**src/hdl/status_byte_and_error_queue_top_assert.svh**
```systemverilog
// Assertion macros for the status byte and error queue block.
`ifndef STATUS_BYTE_AND_ERROR_QUEUE_TOP_ASSERT_SVH
`define STATUS_BYTE_AND_ERROR_QUEUE_TOP_ASSERT_SVH

`ifndef ASSERT_OFF
`define SBEQ_ASSERT(label, clk, rst, prop) \
   label: assert property (@(posedge clk) disable iff (rst) prop) \
      else $error("sbeq assertion failed");
`define SBEQ_ASSERT_NEVER(label, clk, rst, expr) \
   label: assert property (@(posedge clk) disable iff (rst) !(expr)) \
      else $error("sbeq forbidden condition seen");
`else
`define SBEQ_ASSERT(label, clk, rst, prop)
`define SBEQ_ASSERT_NEVER(label, clk, rst, expr)
`endif

`endif

```
**src/hdl/sbeq_pkg.sv**
```systemverilog
// Types, bit positions and error class decode shared by the status block.
package sbeq_pkg;

   typedef enum logic [2:0] {
      REQ_PUSH   = 3'd0,
      REQ_LATCH  = 3'd1,
      REQ_POP    = 3'd2,
      REQ_STATUS = 3'd3,
      REQ_CLEAR  = 3'd4
   } req_code_type;

   localparam logic CSR_EVENT_ENABLE   = 1'b0;
   localparam logic CSR_SERVICE_ENABLE = 1'b1;

   // Standard event status bits
   localparam logic [7:0] ESR_OPC = 8'h01;
   localparam logic [7:0] ESR_RQC = 8'h02;
   localparam logic [7:0] ESR_QYE = 8'h04;
   localparam logic [7:0] ESR_DDE = 8'h08;
   localparam logic [7:0] ESR_EXE = 8'h10;
   localparam logic [7:0] ESR_CME = 8'h20;
   localparam logic [7:0] ESR_URQ = 8'h40;
   localparam logic [7:0] ESR_PON = 8'h80;

   // Status byte bits
   localparam logic [7:0] STB_EAV = 8'h04;
   localparam logic [7:0] STB_QSB = 8'h08;
   localparam logic [7:0] STB_MAV = 8'h10;
   localparam logic [7:0] STB_ESB = 8'h20;
   localparam logic [7:0] STB_MSS = 8'h40;
   localparam logic [7:0] STB_OSB = 8'h80;

   localparam logic signed [15:0] OVERFLOW_CODE = -16'sd350;

   // Map an error number to the event status bit of its class.
   function automatic logic [7:0] class_bit(input logic signed [15:0] n);
      logic [7:0] bit_out;
      if (n == 16'sd0)               bit_out = 8'h00;
      else if (n > 16'sd0)           bit_out = ESR_DDE;
      else if (n > -16'sd200)        bit_out = ESR_CME;
      else if (n > -16'sd300)        bit_out = ESR_EXE;
      else if (n > -16'sd400)        bit_out = ESR_DDE;
      else if (n > -16'sd500)        bit_out = ESR_QYE;
      else if (n > -16'sd600)        bit_out = ESR_PON;
      else if (n > -16'sd700)        bit_out = ESR_URQ;
      else if (n > -16'sd800)        bit_out = ESR_RQC;
      else if (n > -16'sd900)        bit_out = ESR_OPC;
      else                           bit_out = 8'h00;
      return bit_out;
   endfunction

endpackage

```
**src/hdl/sbeq_ram.sv**
```systemverilog
// Generic single-write, single-read RAM with registered read data.
module sbeq_ram #(
   parameter int WIDTH = 16,
   parameter int DEPTH = 16
) (
   input  logic                     clock,
   input  logic                     wr_en,
   input  logic [$clog2(DEPTH)-1:0] wr_addr,
   input  logic [WIDTH-1:0]         wr_data,
   input  logic                     rd_en,
   input  logic [$clog2(DEPTH)-1:0] rd_addr,
   output logic [WIDTH-1:0]         rd_data
);

   logic [WIDTH-1:0] mem_ff [DEPTH];
   logic [WIDTH-1:0] rd_data_ff;

   always_ff @(posedge clock) begin
      if (wr_en) begin
         mem_ff[wr_addr] <= wr_data;
      end
      if (rd_en) begin
         rd_data_ff <= mem_ff[rd_addr];
      end
   end

   assign rd_data = rd_data_ff;

endmodule

```
**src/hdl/status_byte_and_error_queue_top.sv**
```systemverilog
// Top level of the status byte, event status register and error queue block.
// The response strobe rises in the cycle after start is taken.
// Throughput: one request per cycle, with busy low outside reset; the error queue
//   RAM has one write and one registered read port, which serves a pop in one pass.
// Reset: synchronous, active high; clears queue pointers, event status, both
//   enable masks and the response strobe. The queue RAM is not cleared.
// The receiver cannot stall: every response shows for exactly one cycle.
`include "status_byte_and_error_queue_top_assert.svh"

module status_byte_and_error_queue_top
   import sbeq_pkg::*;
#(
   parameter int QUEUE_DEPTH = 16
) (
   input  logic               clock,
   input  logic               reset,
   // request channel
   input  logic               start,
   output logic               busy,
   input  logic [2:0]         req_type,
   input  logic signed [15:0] req_error_number,
   input  logic [7:0]         req_event_bits,
   input  logic [7:0]         req_summary_bits,
   // response channel
   output logic               rsp_valid,
   output logic signed [15:0] rsp_popped_number,
   output logic               rsp_popped_ok,
   output logic [7:0]         rsp_status_byte,
   output logic [7:0]         rsp_event_status,
   // register write channel
   input  logic               csr_valid,
   output logic               csr_ready,
   input  logic               csr_index,
   input  logic [7:0]         csr_data
);

   localparam int AW = $clog2(QUEUE_DEPTH);
   localparam int CW = $clog2(QUEUE_DEPTH + 1);

   // Queue pointers and status registers
   logic [AW-1:0] head_ff, head_in;
   logic [CW-1:0] count_ff, count_in;
   logic [7:0]    event_ff, event_in;
   logic [7:0]    event_enable_ff;
   logic [7:0]    service_enable_ff;

   // Response registers
   logic          valid_ff;
   logic          popped_ok_ff, popped_ok_in;
   logic [7:0]    status_byte_ff, status_byte_in;

   // Queue RAM ports
   logic          wr_en;
   logic [AW-1:0] wr_addr;
   logic [15:0]   wr_data;
   logic          rd_en;
   logic [15:0]   rd_data;

   logic          accept;
   logic [AW:0]   tail_sum;
   logic [AW-1:0] tail_addr;
   logic [AW-1:0] newest_addr;
   logic [7:0]    stb;

   assign busy      = reset;
   assign csr_ready = !reset;
   assign accept    = start && !busy;

   // Next free slot: head plus fill count, wrapped once at the queue depth.
   assign tail_sum  = {1'b0, head_ff} + (AW+1)'(count_ff);
   assign tail_addr = (tail_sum >= (AW+1)'(QUEUE_DEPTH)) ?
                      AW'(tail_sum - (AW+1)'(QUEUE_DEPTH)) : tail_sum[AW-1:0];
   // Newest entry of a full queue sits just behind the head.
   assign newest_addr = (head_ff == '0) ? AW'(QUEUE_DEPTH - 1) : head_ff - AW'(1);

   // Decode the request and form the next state of the pointers and registers.
   always_comb begin
      head_in      = head_ff;
      count_in     = count_ff;
      event_in     = event_ff;
      wr_en        = 1'b0;
      wr_addr      = tail_addr;
      wr_data      = req_error_number;
      rd_en        = 1'b0;
      popped_ok_in = 1'b0;
      if (accept) begin
         unique case (req_type)
            REQ_PUSH: begin
               if (req_error_number != 16'sd0) begin
                  event_in = event_ff | class_bit(req_error_number);
                  wr_en    = 1'b1;
                  if (count_ff == CW'(QUEUE_DEPTH)) begin
                     // Full queue: drop the number, mark the newest slot as overflow.
                     wr_addr  = newest_addr;
                     wr_data  = OVERFLOW_CODE;
                     event_in = event_ff | class_bit(req_error_number) | ESR_DDE;
                  end else begin
                     count_in = count_ff + CW'(1);
                  end
               end
            end
            REQ_LATCH: begin
               event_in = event_ff | req_event_bits;
            end
            REQ_POP: begin
               if (count_ff != '0) begin
                  rd_en        = 1'b1;
                  popped_ok_in = 1'b1;
                  count_in     = count_ff - CW'(1);
                  head_in      = (head_ff == AW'(QUEUE_DEPTH - 1)) ? '0 : head_ff + AW'(1);
               end
            end
            REQ_STATUS: begin
               // Read only: the status byte is formed below.
            end
            REQ_CLEAR: begin
               event_in = '0;
               head_in  = '0;
               count_in = '0;
            end
            default: begin
               // Undefined request codes leave the state alone.
            end
         endcase
      end
   end

   // Status byte as it stands after this request.
   always_comb begin
      stb = req_summary_bits & (STB_QSB | STB_MAV | STB_OSB);
      if (count_in != '0) begin
         stb = stb | STB_EAV;
      end
      if ((event_in & event_enable_ff) != 8'h00) begin
         stb = stb | STB_ESB;
      end
      if ((stb & service_enable_ff & ~STB_MSS) != 8'h00) begin
         stb = stb | STB_MSS;
      end
      status_byte_in = stb;
   end

   always_ff @(posedge clock) begin
      if (reset) begin
         head_ff           <= '0;
         count_ff          <= '0;
         event_ff          <= '0;
         event_enable_ff   <= '0;
         service_enable_ff <= '0;
         valid_ff          <= 1'b0;
         popped_ok_ff      <= 1'b0;
      end else begin
         head_ff      <= head_in;
         count_ff     <= count_in;
         event_ff     <= event_in;
         valid_ff     <= accept;
         popped_ok_ff <= popped_ok_in;
         if (csr_valid && csr_ready) begin
            unique case (csr_index)
               CSR_EVENT_ENABLE:   event_enable_ff   <= csr_data;
               CSR_SERVICE_ENABLE: service_enable_ff <= csr_data;
               default: begin
               end
            endcase
         end
      end
   end

   // Hold the status byte for the response cycle.
   always_ff @(posedge clock) begin
      status_byte_ff <= status_byte_in;
   end

   sbeq_ram #(
      .WIDTH (16),
      .DEPTH (QUEUE_DEPTH)
   ) u_queue_ram (
      .clock   (clock),
      .wr_en   (wr_en),
      .wr_addr (wr_addr),
      .wr_data (wr_data),
      .rd_en   (rd_en),
      .rd_addr (head_ff),
      .rd_data (rd_data)
   );

   // Drive the response; the popped number arrives from the RAM read register.
   assign rsp_valid         = valid_ff;
   assign rsp_popped_ok     = popped_ok_ff;
   assign rsp_popped_number = popped_ok_ff ? $signed(rd_data) : 16'sd0;
   assign rsp_status_byte   = status_byte_ff;
   assign rsp_event_status  = event_ff;

   `SBEQ_ASSERT_NEVER(a_count_in_range, clock, reset, count_ff > CW'(QUEUE_DEPTH))
   `SBEQ_ASSERT_NEVER(a_head_in_range, clock, reset, head_ff > AW'(QUEUE_DEPTH - 1))
   `SBEQ_ASSERT(a_pop_reports, clock, reset,
      (accept && req_type == REQ_POP && count_ff != '0) |=> (rsp_valid && rsp_popped_ok))
   `SBEQ_ASSERT(a_eav_tracks_queue, clock, reset,
      rsp_valid |-> ((rsp_status_byte[2] == 1'b1) == (count_ff != '0)))

endmodule
```
**config.mk**
```make
export PLATFORM = sky130hd
export DESIGN_NAME = status_byte_and_error_queue_top
export DESIGN_NICKNAME = d
export VERILOG_FILES = /design/src/hdl/sbeq_pkg.sv /design/src/hdl/sbeq_ram.sv /design/src/hdl/status_byte_and_error_queue_top.sv
export VERILOG_INCLUDE_DIRS = /design/src /design/src/hdl
export SDC_FILE = /design/constraint.sdc
export NUM_CORES = 1
export LEC_CHECK = 0
export BUFFER_PORTS_ARGS = -buffer_cell sky130_fd_sc_hd__buf_4
export CAP_MARGIN = 20
export CORE_MARGIN = 8
export CORE_UTILIZATION = 40
export DETAILED_ROUTE_END_ITERATION = 8
export GPL_TIMING_DRIVEN = 0
export PLACE_DENSITY = 0.65
export SKIP_CTS_REPAIR_TIMING = 1
export SLEW_MARGIN = 15
export SYNTH_ARGS = -nofsm -noshare
export SYNTH_HDL_FRONTEND = slang
export SYNTH_SLANG_ARGS = --single-unit
```
**constraint.sdc**
```tcl
create_clock -name clock -period 3.2 [get_ports clock]
set_clock_uncertainty 0.1 [all_clocks]
set_input_delay 0 -clock clock [delete_from_list [all_inputs] [get_ports clock]]
set_output_delay 0 -clock clock [all_outputs]
set_load 0.02 [all_outputs]
```
# After elaboration in Yosys (flattened, before gate mapping)
# Memories as Yosys holds them, arrays and structs flattened. A register that Yosys moved wholly into a read port is not among the register bits.
# Cells that the tools add are included.
[op_classes] add_sub_neg=6 n_lt_le_gt_ge=10 eq_ne=6 mux=50 bitwise_logic=6 n_reduce_logical=15
[ops] op="$mux 8" count=19
[ops] op="$mux 16" count=5
[ops] op="$gt 16x11->1 const B" count=4
[ops] op="$gt 16x10->1 const B" count=3
[ops] op="$mux 4" count=8
[ops] op="$or 8x8->8" count=3
[ops] op="$pmux 8 s3" count=1
[ops] op="$mux 5" count=4
[ops] op="$and 8x8->8" count=2
[ops] op="$gt 16x1->1 const B" count=1
[ops] op="$gt 16x9->1 const B" count=1
[ops] op="$logic_not 16->1" count=1
[ops] op="$reduce_bool 16->1" count=1
[ops] op="$reduce_bool 8->1" count=2
[ops] op="$pmux 5 s3" count=1
[ops] op="$reduce_bool 5->1" count=2
[ops] op="$mux 1" count=9
[ops] op="$pmux 4 s2" count=1
[ops] op="$sub 4x1->4 const B" count=2
[ops] op="$mux 6" count=1
[ops] op="$add 4x5->5" count=1
[ops] op="$add 5x1->5 const B" count=1
[ops] op="$eq 5x5->1 const B" count=1
[ops] op="$ge 5x5->1 const B" count=1
[ops] op="other kinds (16)" count=18
[word_totals] register_bits=43 mem_bits_rw=256 inputBits=48 output_inout_bits=36 mem_count=1
[mem_list] name="u_queue_ram.mem_ff" depth=16 word_bits=16 read_ports=1 rd_ports_with_merged_regs=1 write_ports=1 line_no="sbeq_ram.sv:15" rtl="logic [WIDTH-1:0] mem_ff [DEPTH];"

# Longest topological paths before layout
[logic_depth] depth_word=25 ltp_mapped=10 mapped_depth_nobuf=9

# Cells and area by module
# A second synthesis with hierarchy kept.
[unflattened] cells_unflattened=814 area_unflattened_um2=12976.2
[modules_own_cells] mod="sbeq_ram" instances=1 cells_per_inst=432 area_each_um2=10202.3 seq_area_each_um2=8167.8
[modules_own_cells] mod="status_byte_and_error_queue_top" instances=1 cells_per_inst=382 area_each_um2=2773.9 seq_area_each_um2=760.7

# Worst setup path after synthesis
# No wires, ideal clock.
[synth_timing] kind="register -> register" from="register head_ff[0]" to="memory u_queue_ram.mem_ff[7][0] (enable)" setup_ns=0.388 arrival_ns=2.646 required_time_ns=2.712 path_slack_ns=0.065 path_stages_with_launch=11 path_buffers=2 synth_period_minus_slack_ns=3.135 path_cell_list="dfxtp_1 > clkbuf_1 > clkbuf_1 > inv_1 > ha_1 > or3b_2 > a21oi_1 > a21oi_1 > nor2_1 > nand2_1 > nor2_1"
[synth_via] elab_chain_len=7 word_cells_on_any_way=11 cone_classes="add/sub: 3; order compare: 1; mux: 6; reduce/logical: 1"
[synth_rtl] item="start: declaration" line_no="status_byte_and_error_queue_top.sv:41" rtl="logic [AW-1:0] head_ff, head_in;"
[synth_rtl] item="start signal: assignment" line_no="status_byte_and_error_queue_top.sv:153" rtl="head_ff <= head_in;"
[synth_rtl] item="$add 4x5->5" line_no="status_byte_and_error_queue_top.sv:70" rtl="assign tail_sum = {1'b0, head_ff} + (AW+1)'(count_ff);"
[synth_rtl] item="$sub 4x1->4 / $ge 5x5->1 (equally long branches)" line_no="status_byte_and_error_queue_top.sv:72, status_byte_and_error_queue_top.sv:71"
[synth_rtl] item="$mux 4" line_no="status_byte_and_error_queue_top.sv:71" rtl="assign tail_addr = (tail_sum >= (AW+1)'(QUEUE_DEPTH)) ?"
[synth_rtl] item="$mux 4" line_no="status_byte_and_error_queue_top.sv:92" rtl="if (count_ff == CW'(QUEUE_DEPTH)) begin"
[synth_rtl] item="$mux 4" line_no="status_byte_and_error_queue_top.sv:89" rtl="if (req_error_number != 16'sd0) begin"
[synth_rtl] item="$mux 4" line_no="status_byte_and_error_queue_top.sv:87" rtl="unique case (req_type)"
[synth_rtl] item="$mux 4 (*)" line_no="status_byte_and_error_queue_top.sv:86" rtl="if (accept) begin"
[synth_rtl] item="end: declaration" line_no="sbeq_ram.sv:15"
# Mark *: on every way between the ends. The rest lies on a longest branch, timed or not.

# Final worst setup path
[layout_timing] from="register head_ff[0]" to="memory u_queue_ram.mem_ff[9][5] (enable)"
# Same word-level chain as after synthesis.

==> impl_metrics.yaml <==
status:
  status: "finished, violations left"
  violations: "negative hold slack"
timing:
  final.min_clock_period_ns: 3.04
  hold_violations: 1
  hold_ws_ns: -0.0584
  timing.final.crit_share_pct: 95.1
  rsz0062_at_grt: "false"
  finalMaxSlewViolations: 0
  tightest_slew_ns: 1.02
  relSlewSlack_pct: 32.0
  fmax_ghz: 0.329
  setup_viol: 0
cells_and_area:
  syn2layout_area_growth_pct: 24.8
  final_util_pct: 50.3
  fin_cells: 1452
  fin_area_um2: 16300
  fillCellCount: 2704
  num-nets-final: 1042
  diodes: 0
  drive_gt1_share_pct: 28.4
setup_path:
  path_max_fanout: 10
  worstSetupStartpointType: "register"
  slowest_delay_ns: 0.45
  critPathRequiredTime_ns: 3.37
  path_buf_inv: 4
  path_class: "register to register"
  timing.critical_path.max_delay_family: "simple AND/OR/NAND/NOR gates"
  critPathCaptureType: "register"
  crit_arrival_ns: 3.22
  crit_path_cell_trace: "clkbuf_1 > clkbuf_4 > inv_1 > ha_1 > or3b_2 > a21oi_1 > a21oi_2 > nor2_2 > nand2b_2 > nor2_4 > buf_12"
  cpMaxStageDelayCell: "or3b_2"
floorplan:
  die_x_um: 197
  initial_core_util_pct: 40.3
  die-area_um2: 38700
  coreArea_um2: 32400
  io_pins: 84
  rows: 66
  die_h_um: 197
clock_tree:
  clkTransAtPathRegs_ns: 0.06
  cts-root-buf: "clkbuf_16"
  tritoncts: "done"
  clock_sinks: 310
  clk_path_buf_depth: 3
  clock_latency_ns: 0.57
  cts_buffers: 31
  ctsHtreeMaxLevel: 1
hold_path:
  hold_path.class: "primary input to register"
place:
  post_dp_cell_area_um2: 14400
  place.gp.congestion: 0.882
  hpwl_mm: 21.5
  dp.cells: 1320
  portBuffers: 72
global_route:
  gr-usage-all-layers_pct: 16.1
  first_global_vias: 7760
  grt_pass1_wl_mm: 47.2
  grt_overflow: 0
  grt_max_degree: 17
  antenna_found_initial: 0
yosys:
  synthFlopType: "edfxtp_1"
  synth_area_per_cell_um2: 16.5
  syn_inst: 792
  synth_area_um2: 13100
  async_flop_share_pct: 0
  synth_edf_count: 272
  synth_seq_cells: 310
  ys_seq_area_share_pct: 68.4
  synth_warnings: 0
  yosys.cell_types.count: 68
routing:
  drtIter0Drc: 791
  dr.pass1.iters: 5
  viasPerCell: 5.48
  dr_total_vias: 7954
  final_antenna_net_count: 0
  drcViolationCount: 0
  totalWireLength_mm: 32.5
  wire_per_inst_um: 22.4
pwr:
  cellPowerDensity_nw_per_um2: 503
  leakage_nw: 5.39
  total_power_w: 0.00820
  peakVddDrop_mv: 0.383
job:
  maxCapViolations: 0
metrics by stage:
| step | worst slack (ns) | setup TNS (ns) |
|---|---|---|
| 2_1_floorplan | 0.0651 | 0 |
| 3_3_place_gp | -1.44 | -319.83 |
| 3_5_place_dp | -0.628 | -119.97 |
| 4_1_cts | -0.652 | -124.64 |
| 5_1_grt | 0.0126 | 0 |
| 6_report | 0.156 | 0 |
tightest hold or removal path, stage by stage:
cell,delay (ns)
clkbuf_1,0.19
nand2_1,0.13
o41ai_1,0.11
nor2_1,0.09
nor2_1,0.04
state kept, by name, summed over array words and instances, names as in the netlist:
| register | cells |
|---|---|
| u_queue_ram.mem_ff | 256 |
| u_queue_ram.rd_data | 16 |
| event_enable_ff | 8 |
| rsp_event_status | 8 |
| rsp_status_byte | 6 |
| count_ff | 5 |
| service_enable_ff | 5 |
| head_ff | 4 |
| rsp_popped_ok | 1 |
| rsp_valid | 1 |
synth_stat cells, types with 3 or more instances:
master | instances | share of area (%)
edfxtp_1 | 272 | 63
and2_1 | 31 | 1.5
mux4_2 | 80 | 14
dfxtp_1 | 38 | 5.8
nand3_1 | 14 | 0.54
and3_1 | 7 | 0.34
nand4_1 | 3 | 0.14
nor3b_1 | 3 | 0.17
nand2_1 | 51 | 1.5
or3_1 | 3 | 0.14
buf_4 | 3 | 0.17
nor2b_1 | 6 | 0.29
buf_1 | 7 | 0.20
and4_1 | 5 | 0.34
inv_1 | 19 | 0.55
nor2_1 | 44 | 1.3
nor3_1 | 8 | 0.31
clkbuf_1 | 32 | 0.92
o211ai_1 | 3 | 0.17
a31oi_1 | 5 | 0.24
a21oi_1 | 36 | 1.4
ha_1 | 7 | 0.67
o21ai_0 | 17 | 0.65
nand2b_1 | 19 | 0.91
xor2_1 | 3 | 0.20
a22oi_1 | 3 | 0.17
nor4_1 | 4 | 0.19
or4_1 | 4 | 0.23
a21o_1 | 6 | 0.34
a221oi_1 | 3 | 0.20
o31ai_1 | 5 | 0.29
buf_2 | 6 | 0.23
metal layers:
layer  wire, um  global-route usage (%)  up-vias  part of all wire (%)
li1           -                       -     3518                     -
met4        982                    3.96        0                   3.0
met3       2540                    3.91       68                   7.8
met1      13200                    21.1     4034                    41
met2      15800                    26.8      334                    48
met5          0                       0        -                     0
where the power goes:
part           internal, W  total [W]  switching [W]
logic             0.000154   0.000356       0.000202
registers          0.00441    0.00442     0.00000892
clock network      0.00194    0.00342        0.00148
layout by cell type (no fill, tap or decap), types with 15 or more instances in the layout:
master | netlist | layout
dlygate4sd3_1 | 0 | 49
edfxtp_1 | 272 | 272
and2_1 | 31 | 31
clkbuf_1 | 32 | 38
buf_4 | 3 | 92
inv_1 | 19 | 19
dfxtp_1 | 38 | 38
nor2_1 | 44 | 26
nor2_4 | 0 | 17
mux4_2 | 80 | 80
a21oi_1 | 36 | 35
o21ai_0 | 17 | 15
nand2b_1 | 19 | 18
nand2_1 | 51 | 47
clkbuf_16 | 0 | 31
kinds of logic after synthesis:
logic type      Yosys count  share of synthesized area (%)
simple gates            220                           9.34
fa+ha+maj                 8                          0.824
buf+inv                  69                           2.24
flops                   310                           68.4
xor+xnor                  5                          0.335
other cells               1                         0.0287
compound gates           98                           4.99
mux                      81                           13.9
final cells by class:
type / instances / area [um2] / area share (%)
sequential: 310 / 8930 / 54.8
multi-input combinational: 414 / 4010 / 24.6
timing repair buffer: 161 / 1550 / 9.48
clock buffer: 40 / 810 / 4.97
tap: 442 / 553 / 3.39
buffer: 49 / 228 / 1.40
clock inverter: 17 / 144 / 0.883
inverter: 19 / 71.3 / 0.438
path summary, 6_finish.rpt:
kind	cells after the start	end	slack, ns	from
worst max register to register	11	u_queue_ram.mem_ff[9][5]$_DFFE_PP_	0.16	head_ff[0]$_SDFFE_PP0P_
worst max-delay path	11	u_queue_ram.mem_ff[9][5]$_DFFE_PP_	0.16	head_ff[0]$_SDFFE_PP0P_
worst min-delay path	5	rsp_event_status[0]$_SDFF_PP0_	-0.06	req_error_number[14]
worst min register to register	2	service_enable_ff[2]$_SDFFE_PP0P_	0.37	service_enable_ff[2]$_SDFFE_PP0P_
Power figures use the tool's default switching activity.
